File: src/hw/rtl/chained_hash_set_macros.svh
// Assertion helpers for the hash set.
`ifndef CHAINED_HASH_SET_MACROS_SVH
`define CHAINED_HASH_SET_MACROS_SVH

// Implication checked on every rising clock edge outside reset.
`define CHS_ASSERT_IMP(label, clk, rst_n, ante, cons) \
  label: assert property (@(posedge clk) disable iff (!rst_n) (ante) |-> (cons)) \
    else $error("assertion failed");

// Next-cycle implication.
`define CHS_ASSERT_NEXT(label, clk, rst_n, ante, cons) \
  label: assert property (@(posedge clk) disable iff (!rst_n) (ante) |=> (cons)) \
    else $error("assertion failed");

`endif

File: src/hw/rtl/chs_pkg.sv
`default_nettype none
package chs_pkg;
  localparam int unsigned NumBucketsDflt = 10;
  localparam int unsigned PoolSizeDflt   = 64;
  localparam int unsigned KeyW           = 31;

  typedef enum logic [1:0] {
    REQ_INSERT = 2'd0,
    REQ_DELETE = 2'd1,
    REQ_LOOKUP = 2'd2,
    REQ_NONE   = 2'd3
  } req_e;

  typedef enum logic [1:0] {
    ST_DONE    = 2'd0,
    ST_PRESENT = 2'd1,
    ST_ABSENT  = 2'd2,
    ST_FULL    = 2'd3
  } status_e;

  typedef enum logic [2:0] {
    BE_IDLE,
    BE_HASH,
    BE_HEAD,
    BE_WALK,
    BE_UNLINK,
    BE_FREE,
    BE_RESULT
  } be_state_e;

  typedef struct packed {
    logic    success;
    status_e status;
  } result_t;
endpackage
`default_nettype wire

File: src/hw/rtl/chs_front.sv
`default_nettype none
// Request queue: takes beats and passes them in order to the back end.
module chs_front import chs_pkg::*; #(
  parameter int unsigned Depth = 2
) (
  input  wire logic            clk_i,
  input  wire logic            rst_ni,
  input  wire logic            push_i,
  output logic                 full_o,
  input  wire logic [1:0]      req_type_i,
  input  wire logic [KeyW-1:0] key_i,
  output logic                 valid_o,
  input  wire logic            take_i,
  output req_e                 req_o,
  output logic [KeyW-1:0]      key_o
);
  localparam int unsigned PW = (Depth > 1) ? $clog2(Depth) : 1;

  logic [KeyW+1:0] mem_q [Depth];
  logic [PW-1:0]   wp_q, rp_q;
  logic [PW:0]     cnt_q;
  logic            do_push, do_pop;

  assign full_o  = (cnt_q == (PW+1)'(Depth));
  assign valid_o = (cnt_q != '0);
  assign do_push = push_i && !full_o;
  assign do_pop  = take_i && valid_o;
  assign req_o   = req_e'(mem_q[rp_q][KeyW+1:KeyW]);
  assign key_o   = mem_q[rp_q][KeyW-1:0];

  always_ff @(posedge clk_i) begin
    if (do_push) mem_q[wp_q] <= {req_type_i, key_i};
  end

  always_ff @(posedge clk_i or negedge rst_ni) begin
    if (!rst_ni) begin
      wp_q  <= '0;
      rp_q  <= '0;
      cnt_q <= '0;
    end else begin
      if (do_push) wp_q <= (wp_q == PW'(Depth-1)) ? '0 : wp_q + 1'b1;
      if (do_pop)  rp_q <= (rp_q == PW'(Depth-1)) ? '0 : rp_q + 1'b1;
      cnt_q <= cnt_q + (PW+1)'(do_push) - (PW+1)'(do_pop);
    end
  end
endmodule
`default_nettype wire

File: src/hw/rtl/chs_back.sv
`default_nettype none
// Chain walker: bucket heads in flops, node store in memory.
module chs_back import chs_pkg::*; #(
  parameter int unsigned NumBuckets = NumBucketsDflt,
  parameter int unsigned PoolSize   = PoolSizeDflt
) (
  input  wire logic            clk_i,
  input  wire logic            rst_ni,
  input  wire logic            valid_i,
  output logic                 take_o,
  input  wire req_e            req_i,
  input  wire logic [KeyW-1:0] key_i,
  output logic                 res_valid_o,
  input  wire logic            res_take_i,
  output result_t              res_o
);
  localparam int unsigned PtrW = $clog2(PoolSize + 1);
  localparam int unsigned IdxW = (PoolSize > 1) ? $clog2(PoolSize) : 1;
  localparam int unsigned BW   = (NumBuckets > 1) ? $clog2(NumBuckets) : 1;
  localparam logic [PtrW-1:0] Nil = PtrW'(PoolSize);

  logic [PtrW-1:0] head_q [NumBuckets];
  logic [KeyW-1:0] nkey_mem [PoolSize];
  logic [PtrW-1:0] nnext_mem [PoolSize];

  be_state_e       st_q, st_d;
  req_e            req_q;
  logic [KeyW-1:0] key_q;
  logic [BW-1:0]   bkt_q;
  logic [PtrW-1:0] cur_q, prev_q, free_q, fresh_q, hnext_q;
  logic [KeyW-1:0] rkey_q;
  logic [PtrW-1:0] rnext_q;
  logic [PtrW:0]   steps_q;
  result_t         res_q;
  logic            rv_q;
  logic            rd_ok_q;
  logic [BW:0]     rem_q;
  logic [1:0]      hstep_q;
  logic            res_free;

  // Bucket = key mod NumBuckets, one key byte per cycle.
  logic [BW:0] rem_d;
  logic [7:0]  kbyte;
  always_comb begin
    logic [31:0] kx;
    kx = {{(32-KeyW){1'b0}}, key_q};
    unique case (hstep_q)
      2'd0:    kbyte = kx[31:24];
      2'd1:    kbyte = kx[23:16];
      2'd2:    kbyte = kx[15:8];
      default: kbyte = kx[7:0];
    endcase
    rem_d = rem_q;
    for (int i = 7; i >= 0; i--) begin
      rem_d = {rem_d[BW-1:0], kbyte[i]};
      if (rem_d >= (BW+1)'(NumBuckets)) rem_d = rem_d - (BW+1)'(NumBuckets);
    end
  end

  logic hit, nil_cur;
  assign nil_cur  = (cur_q >= Nil) || (steps_q >= (PtrW+1)'(PoolSize));
  assign hit      = (rkey_q == key_q);
  assign res_free = !rv_q || res_take_i;

  // Memory write port, driven per state.
  logic            we;
  logic [IdxW-1:0] wa;
  logic [KeyW-1:0] wkey;
  logic            wkey_en;
  logic [PtrW-1:0] wnext;
  logic [IdxW-1:0] ra;

  always_comb begin
    st_d = st_q;
    unique case (st_q)
      BE_IDLE:   if (valid_i) st_d = BE_HASH;
      BE_HASH:   if (hstep_q == 2'd3) st_d = BE_HEAD;
      BE_HEAD:   st_d = BE_WALK;
      BE_WALK:   if (nil_cur || (rd_ok_q && hit)) st_d = BE_UNLINK;
      BE_UNLINK: st_d = BE_FREE;
      BE_FREE:   st_d = BE_RESULT;
      BE_RESULT: if (res_free) st_d = BE_IDLE;
      default:   st_d = BE_IDLE;
    endcase
  end

  assign take_o      = (st_q == BE_IDLE) && valid_i;
  assign res_valid_o = rv_q;
  assign res_o       = res_q;
  // Unlink step reads the free-list head so its link is ready for the pop.
  assign ra          = (st_q == BE_UNLINK) ? IdxW'(free_q) : IdxW'(cur_q);

  always_ff @(posedge clk_i) begin
    rkey_q  <= nkey_mem[ra];
    rnext_q <= nnext_mem[ra];
    if (we) begin
      nnext_mem[wa] <= wnext;
      if (wkey_en) nkey_mem[wa] <= wkey;
    end
  end

  logic found_q;
  always_comb begin
    we = 1'b0; wa = '0; wkey = key_q; wkey_en = 1'b0; wnext = '0;
    unique case (st_q)
      BE_UNLINK: begin
        if (req_q == REQ_DELETE && found_q && prev_q != Nil) begin
          we = 1'b1; wa = IdxW'(prev_q); wnext = hnext_q;
        end
      end
      BE_FREE: begin
        if (req_q == REQ_DELETE && found_q) begin
          we = 1'b1; wa = IdxW'(cur_q); wnext = free_q;
        end else if (req_q == REQ_INSERT && !found_q && cur_q != Nil) begin
          we = 1'b1; wa = IdxW'(cur_q); wnext = head_q[bkt_q]; wkey_en = 1'b1;
        end
      end
      default: ;
    endcase
  end

  always_ff @(posedge clk_i) begin
    if (take_o) begin
      req_q <= req_i;
      key_q <= key_i;
    end
    if (st_q == BE_HASH && hstep_q == 2'd3) bkt_q <= rem_d[BW-1:0];
  end

  always_ff @(posedge clk_i or negedge rst_ni) begin
    if (!rst_ni) begin
      st_q    <= BE_IDLE;
      rv_q    <= 1'b0;
      free_q  <= Nil;
      fresh_q <= '0;
      cur_q   <= Nil;
      prev_q  <= Nil;
      hnext_q <= Nil;
      steps_q <= '0;
      found_q <= 1'b0;
      rd_ok_q <= 1'b0;
      rem_q   <= '0;
      hstep_q <= '0;
      res_q   <= '0;
      for (int i = 0; i < NumBuckets; i++) head_q[i] <= Nil;
    end else begin
      st_q <= st_d;
      if (st_q == BE_RESULT && res_free) rv_q <= 1'b1;
      else if (rv_q && res_take_i)       rv_q <= 1'b0;
      unique case (st_q)
        BE_IDLE: begin
          if (take_o) begin
            rem_q   <= '0;
            hstep_q <= '0;
          end
        end
        BE_HASH: begin
          rem_q   <= rem_d;
          hstep_q <= hstep_q + 1'b1;
        end
        BE_HEAD: begin
          cur_q   <= head_q[bkt_q];
          prev_q  <= Nil;
          steps_q <= '0;
          found_q <= 1'b0;
          rd_ok_q <= 1'b0;
        end
        BE_WALK: begin
          // Read data is registered behind the address: wait for it at each node,
          // then compare and either stop or follow the link.
          if (!rd_ok_q) begin
            rd_ok_q <= 1'b1;
          end else if (!nil_cur && hit) begin
            found_q <= 1'b1;
            hnext_q <= rnext_q;
          end else if (!nil_cur) begin
            prev_q  <= cur_q;
            cur_q   <= rnext_q;
            steps_q <= steps_q + 1'b1;
            rd_ok_q <= 1'b0;
          end
        end
        BE_UNLINK: begin
          if (req_q == REQ_DELETE && found_q && prev_q == Nil) head_q[bkt_q] <= hnext_q;
          if (req_q == REQ_INSERT && !found_q) begin
            if (free_q != Nil) begin
              cur_q <= free_q;
            end else if (fresh_q != Nil) begin
              cur_q   <= fresh_q;
              fresh_q <= fresh_q + 1'b1;
            end else begin
              cur_q <= Nil;
            end
          end
        end
        BE_FREE: begin
          if (req_q == REQ_DELETE && found_q) free_q <= cur_q;
          if (req_q == REQ_INSERT && !found_q && cur_q != Nil) begin
            if (cur_q == free_q) free_q <= rnext_q;
            head_q[bkt_q] <= cur_q;
          end
        end
        BE_RESULT: begin
          if (res_free) begin
            unique case (req_q)
              REQ_INSERT: begin
                if (found_q)           res_q <= '{1'b0, ST_PRESENT};
                else if (cur_q == Nil) res_q <= '{1'b0, ST_FULL};
                else                   res_q <= '{1'b1, ST_DONE};
              end
              REQ_DELETE, REQ_LOOKUP: res_q <= found_q ? '{1'b1, ST_DONE} : '{1'b0, ST_ABSENT};
              default: res_q <= '{1'b0, ST_ABSENT};
            endcase
          end
        end
        default: ;
      endcase
    end
  end
endmodule
`default_nettype wire

File: src/hw/rtl/chained_hash_set.sv
`default_nettype none
// Hash set with separate chaining. Requests enter a two-beat queue; the back
// end hashes the key one key byte at a time, then walks one chain in node
// memory through the registered read port, node by node, and sees the null
// link when the key is absent. The back end takes one request at a time and
// accepts the next only after the result of the last has been registered.
// A result waiting in the output register stalls the back end only in its
// final step. Bucket heads are flops cleared at reset; node memory needs no
// clear.
`include "chained_hash_set_macros.svh"
module chained_hash_set import chs_pkg::*; #(
  parameter int unsigned NUM_BUCKETS = NumBucketsDflt,
  parameter int unsigned POOL_SIZE   = PoolSizeDflt
) (
  input  wire logic            clk_i,
  input  wire logic            rst_ni,
  input  wire logic            push,
  output logic                 full,
  input  wire logic [1:0]      req_type_i,
  input  wire logic [KeyW-1:0] key_i,
  output logic                 empty,
  input  wire logic            pop,
  output logic                 success_o,
  output logic [1:0]           status_o
);
  logic            fe_valid, be_take;
  req_e            fe_req;
  logic [KeyW-1:0] fe_key;
  logic            rv;
  result_t         res;

  chs_front #(.Depth(2)) u_front (
    .clk_i, .rst_ni, .push_i(push), .full_o(full),
    .req_type_i, .key_i, .valid_o(fe_valid), .take_i(be_take),
    .req_o(fe_req), .key_o(fe_key)
  );

  chs_back #(.NumBuckets(NUM_BUCKETS), .PoolSize(POOL_SIZE)) u_back (
    .clk_i, .rst_ni, .valid_i(fe_valid), .take_o(be_take),
    .req_i(fe_req), .key_i(fe_key), .res_valid_o(rv),
    .res_take_i(pop), .res_o(res)
  );

  assign empty     = !rv;
  assign success_o = res.success;
  assign status_o  = res.status;

  // success and status agree on every result beat.
  `CHS_ASSERT_IMP(a_succ_stat, clk_i, rst_ni, !empty, success_o == (status_o == ST_DONE))
  // An unpopped result stays.
  `CHS_ASSERT_NEXT(a_hold, clk_i, rst_ni, !empty && !pop, !empty)
endmodule
`default_nettype wire

File: config.mk
export PLATFORM = sky130hd
export DESIGN_NAME = chained_hash_set
export DESIGN_NICKNAME = d
export VERILOG_FILES = /design/src/hw/rtl/chs_pkg.sv /design/src/hw/rtl/chs_front.sv /design/src/hw/rtl/chs_back.sv /design/src/hw/rtl/chained_hash_set.sv
export VERILOG_INCLUDE_DIRS = /design/src /design/src/hw/rtl
export SDC_FILE = /design/constraint.sdc
export NUM_CORES = 2
export LEC_CHECK = 0
export ABC_AREA = 0
export BUFFER_PORTS_ARGS = -buffer_cell sky130_fd_sc_hd__buf_2
export CAP_MARGIN = 20
export CORE_MARGIN = 2
export CORE_UTILIZATION = 50
export CTS_CLUSTER_SIZE = 40
export DETAILED_ROUTE_END_ITERATION = 10
export PLACE_DENSITY = 0.65
export SLEW_MARGIN = 40
export SYNTH_ARGS = -nofsm -noshare
export SYNTH_HDL_FRONTEND = slang
export SYNTH_SLANG_ARGS = --single-unit
File: constraint.sdc
create_clock -name clk_i -period 16.3 [get_ports clk_i]
set_input_delay 4.89 -clock clk_i [delete_from_list [all_inputs] [get_ports clk_i]]
set_output_delay 4.89 -clock clk_i [all_outputs]
set_load 0.02 [all_outputs]
==> out/metrics.csv <==
stage;metric;value;unit
run_status;status;finished clean;
cells_and_area;multiInputGateArea;26960;um2
logic_synthesis;ys_ff_latch;2705;
setup_path;slowest_stage;or3_1;
die;die_w;470.7;um
worst_hold_path;holdPathStages;1;
logic_synthesis;synth_top_area_frac;0.6990;
die;io_pins;42;
cts;clk_latency;940;ps
setup_path;rr_endpoint;u_back.bkt_q[2];
logic_synthesis;synthCells;8437;
sta;worst_pin_slew;948.9;ps
grt;grt_start_max_net_pins;188;
sta;rsz0062_at_grt;no;
logic_synthesis;yosysWarnings;0;
cts;cts_made_buffers;290;
logic_synthesis;syn_area;108900;um2
setup_path;cp_max_fo;11;
logic_synthesis;synthTopCellsByArea;edfxtp_1, nand2_1, a311oi_1, nand3_1, dfrtp_1;
power_and_ir_drop;power;22440;uW
setup_path;cp.arrival;9730;ps
grt;grt_pass1_vias;66850;
sta;clock_skew;62.32;ps
drt;num_vias;69880;
setup_path;r2r_slack;7210;ps
cells_and_area;seq_area;80200;um2
setup_path;ff2ff_path_depth;40;
setup_path;crit_path_start_kind;register;
setup_path;end_kind;register;
grt;grt_pass1_wl;428300;um
worst_hold_path;hold_start;u_back.fresh_q[6];
power_and_ir_drop;leakage;0.04255;uW
place;io_buffers;41;
sta;fmax;110.1;MHz
sta;finalSetupViolCount;0;
sta;layout_worst_path_cycle_share;0.5574;
setup_path;reg2reg_from;u_back.hstep_q[1];
power_and_ir_drop;ir_drop;0.0003254;V
drt;first_pass_iters;8;
cts;cts.sinks;2705;
grt;grt-ovfl-total;0;
die;dieHeight;470.7;um
cts;root_buffer;clkbuf_16;
cells_and_area;layout.nets;8435;
cts;clkTransAtPathRegs;60;ps
grt;grt_usage;0.2556;
logic_synthesis;synth_top_cell_by_area;edfxtp_1;
job;maxCapViolCount;0;
logic_synthesis;avgSynthCellArea;12.91;um2
setup_path;crit_type;register to register;
logic_synthesis;ys_types;86;
sta;final_hold_viol_count;0;
power_and_ir_drop;power_density;184.2;nW/um2
drt;wl_per_cell;25.32;um
die;rows;171;
die;dieArea;221600;um2
cts;htreeDepth;5;
worst_hold_path;holdPathEnd;u_back.fresh_q[6];
setup_path;cpMostUsedCell;ha_1;
die;core;216700;um2
sta;finalMaxSlewViolations;0;
place;hpwl;149100;um
sta;min_period;9085;ps
cts;postCtsSetupBuffers;0;
cells_and_area;area_delta_synth_final;11.88;%
logic_synthesis;yosysSeqAreaShare;0.7365;
setup_path;slowest_delay;430;ps
sta;max_slew_margin;0.3674;
drt;routed_via_density;6.112;
cts;cts_tree;yes;
drt;drt_iter0_drc;9287;
logic_synthesis;synthArstFlopShare;0.04880;
logic_synthesis;synth-edff-count;2535;
cts;cts_max_path_buffers;4;
cells_and_area;drive_gt1_frac;0.09752;
grt;antenna_found_initial;7;
drt;antenna_left;0;
setup_path;crit_required;16940;ps
sta;final.setup.tns;0;ps
drt;wirelength;289500;um
worst_hold_path;min_path_type;register to register;
cells_and_area;fillers;17050;
cts;cts_resized;0;
drt;drc;0;
logic_synthesis;ys.flop_type;edfxtp_1;
die;initial_core_util;0.5025;
logic_synthesis;syn-num-nets;8494;
cts;postCtsHoldBufs;0;
place;gp_congestion;0.8447;
==> synth_stat cells (all sizes together) (4+ instances only) <==
cell,number
a311oi,456
a22oi,11
a21oi,258
clkbuf,530
mux4,14
nor2,235
xor2,35
nand2,2505
o22ai,18
nor3,10
mux2i,31
a211oi,120
a221o,5
dfxtp,38
nor2b,10
nand4,12
nand3b,4
a21o,4
and2,9
a31oi,162
nand2b,9
nor4,11
xnor2,19
o21ai,41
nand3,643
ha,20
o31ai,5
a222oi,11
edfxtp,2535
dfrtp,118
mux2,51
a22o,10
or3,5
and3,307
dfstp,14
inv,59
buf,62
o211ai,4
o21ba,4
==> sequential cells by signal (all words and copies together) (netlist names), 7 cells and up <==
| register | flops |
|---|---|
| u_back.cur_q | 7 |
| u_back.free_q | 7 |
| u_back.fresh_q | 7 |
| u_back.head_q | 70 |
| u_back.hnext_q | 7 |
| u_back.key_q | 31 |
| u_back.nkey_mem | 1984 |
| u_back.nnext_mem | 448 |
| u_back.prev_q | 7 |
| u_back.rkey_q | 31 |
| u_back.rnext_q | 7 |
| u_back.steps_q | 8 |
| u_front.mem_q | 66 |
==> metrics by stage <==
step	setup slack (ps)	hold slack, ps	std cells	instance area [um2]	utilization
6_report	7215	483.2	11430	121800	0.5621
5_1_grt	6653	495.2	11430	121800	0.5621
4_1_cts	7379	479.0	11420	121500	0.5606
3_5_place_dp	7418	466.2	10930	112800	0.5204
3_3_place_gp	7286	470.4	10920	112600	0.5196
2_1_floorplan	8003	445.4	8437	108900	-
==> logic make-up (layout without fill, tap and decap cells) <==
family,count (synthesis),count (layout),synth area share
AO/OA/AOI/OAI,1137,1137,0.07629
XOR/XNOR,54,54,0.004412
adder cells (fa/ha/maj),20,20,0.002298
buffers and inverters,653,789,0.02279
flip-flops,2705,2705,0.7365
multiplexers,96,96,0.01112
other,0,6,0
AND/OR/NAND/NOR,3772,3772,0.1466
==> worst max-delay path: cells and delay by family (launching register included) <==
kind	cells	cell delay, ps
AOI/OAI and AO/OA	18	3630
adders and majority gates	8	2420
and+or+nand+nor	9	1640
buffers and inverters	4	620
DFF	1	400
xor gates and xnor gates	1	130
==> layout make-up <==
type | count | area share
multi-input combinational | 5079 | 0.2212
inverter | 61 | 0.001920
timing repair buffer | 241 | 0.01765
antenna | 6 | 0.0001232
sequential | 2705 | 0.6583
clock buffer | 357 | 0.06299
clock inverter | 130 | 0.008462
tap | 2854 | 0.02931
==> placed cells by master, fill, tap and decap left out, types with 56 or more instances in the layout <==
cell type	count
dfrtp_1	118
edfxtp_1	2535
nor2_4	65
nand2_1	2502
a211oi_1	120
and3_1	307
a31oi_1	162
clkbuf_16	295
nor2_1	165
clkinv_1	60
clkbuf_1	56
a311oi_1	456
nand3_1	633
buf_4	160
a21oi_1	255
==> routing by layer <==
metal  up-vias  wire (um)  GRT usage
met1     35050     119100     0.3644
met3       466      24790    0.03766
met4         0       8992    0.08700
met2      3240     136600     0.4044
met5         -          0          0
li1      31130          -          -
==> how the worst max path moves through the flow <==
stage          cells after the start               to               from
2_1_floorplan                     40  u_back.bkt_q[2]   u_back.key_q[23]
3_3_place_gp                      39  u_back.bkt_q[2]   u_back.key_q[23]
3_5_place_dp                      40  u_back.bkt_q[2]  u_back.hstep_q[0]
4_1_cts                           40  u_back.bkt_q[2]  u_back.hstep_q[0]
5_1_grt                           40  u_back.bkt_q[2]  u_back.hstep_q[0]
6_report                          40  u_back.bkt_q[2]  u_back.hstep_q[1]
==> report_power, final <==
| group | switching, uW | internal (uW) | total (uW) |
|---|---|---|---|
| Sequential | 205 | 8290 | 8500 |
| Clock | 2590 | 3580 | 6160 |
| Combinational | 5450 | 2330 | 7780 |
| Total | 8240 | 14200 | 22400 |
Note: power is estimated with default switching activity, not from simulation.
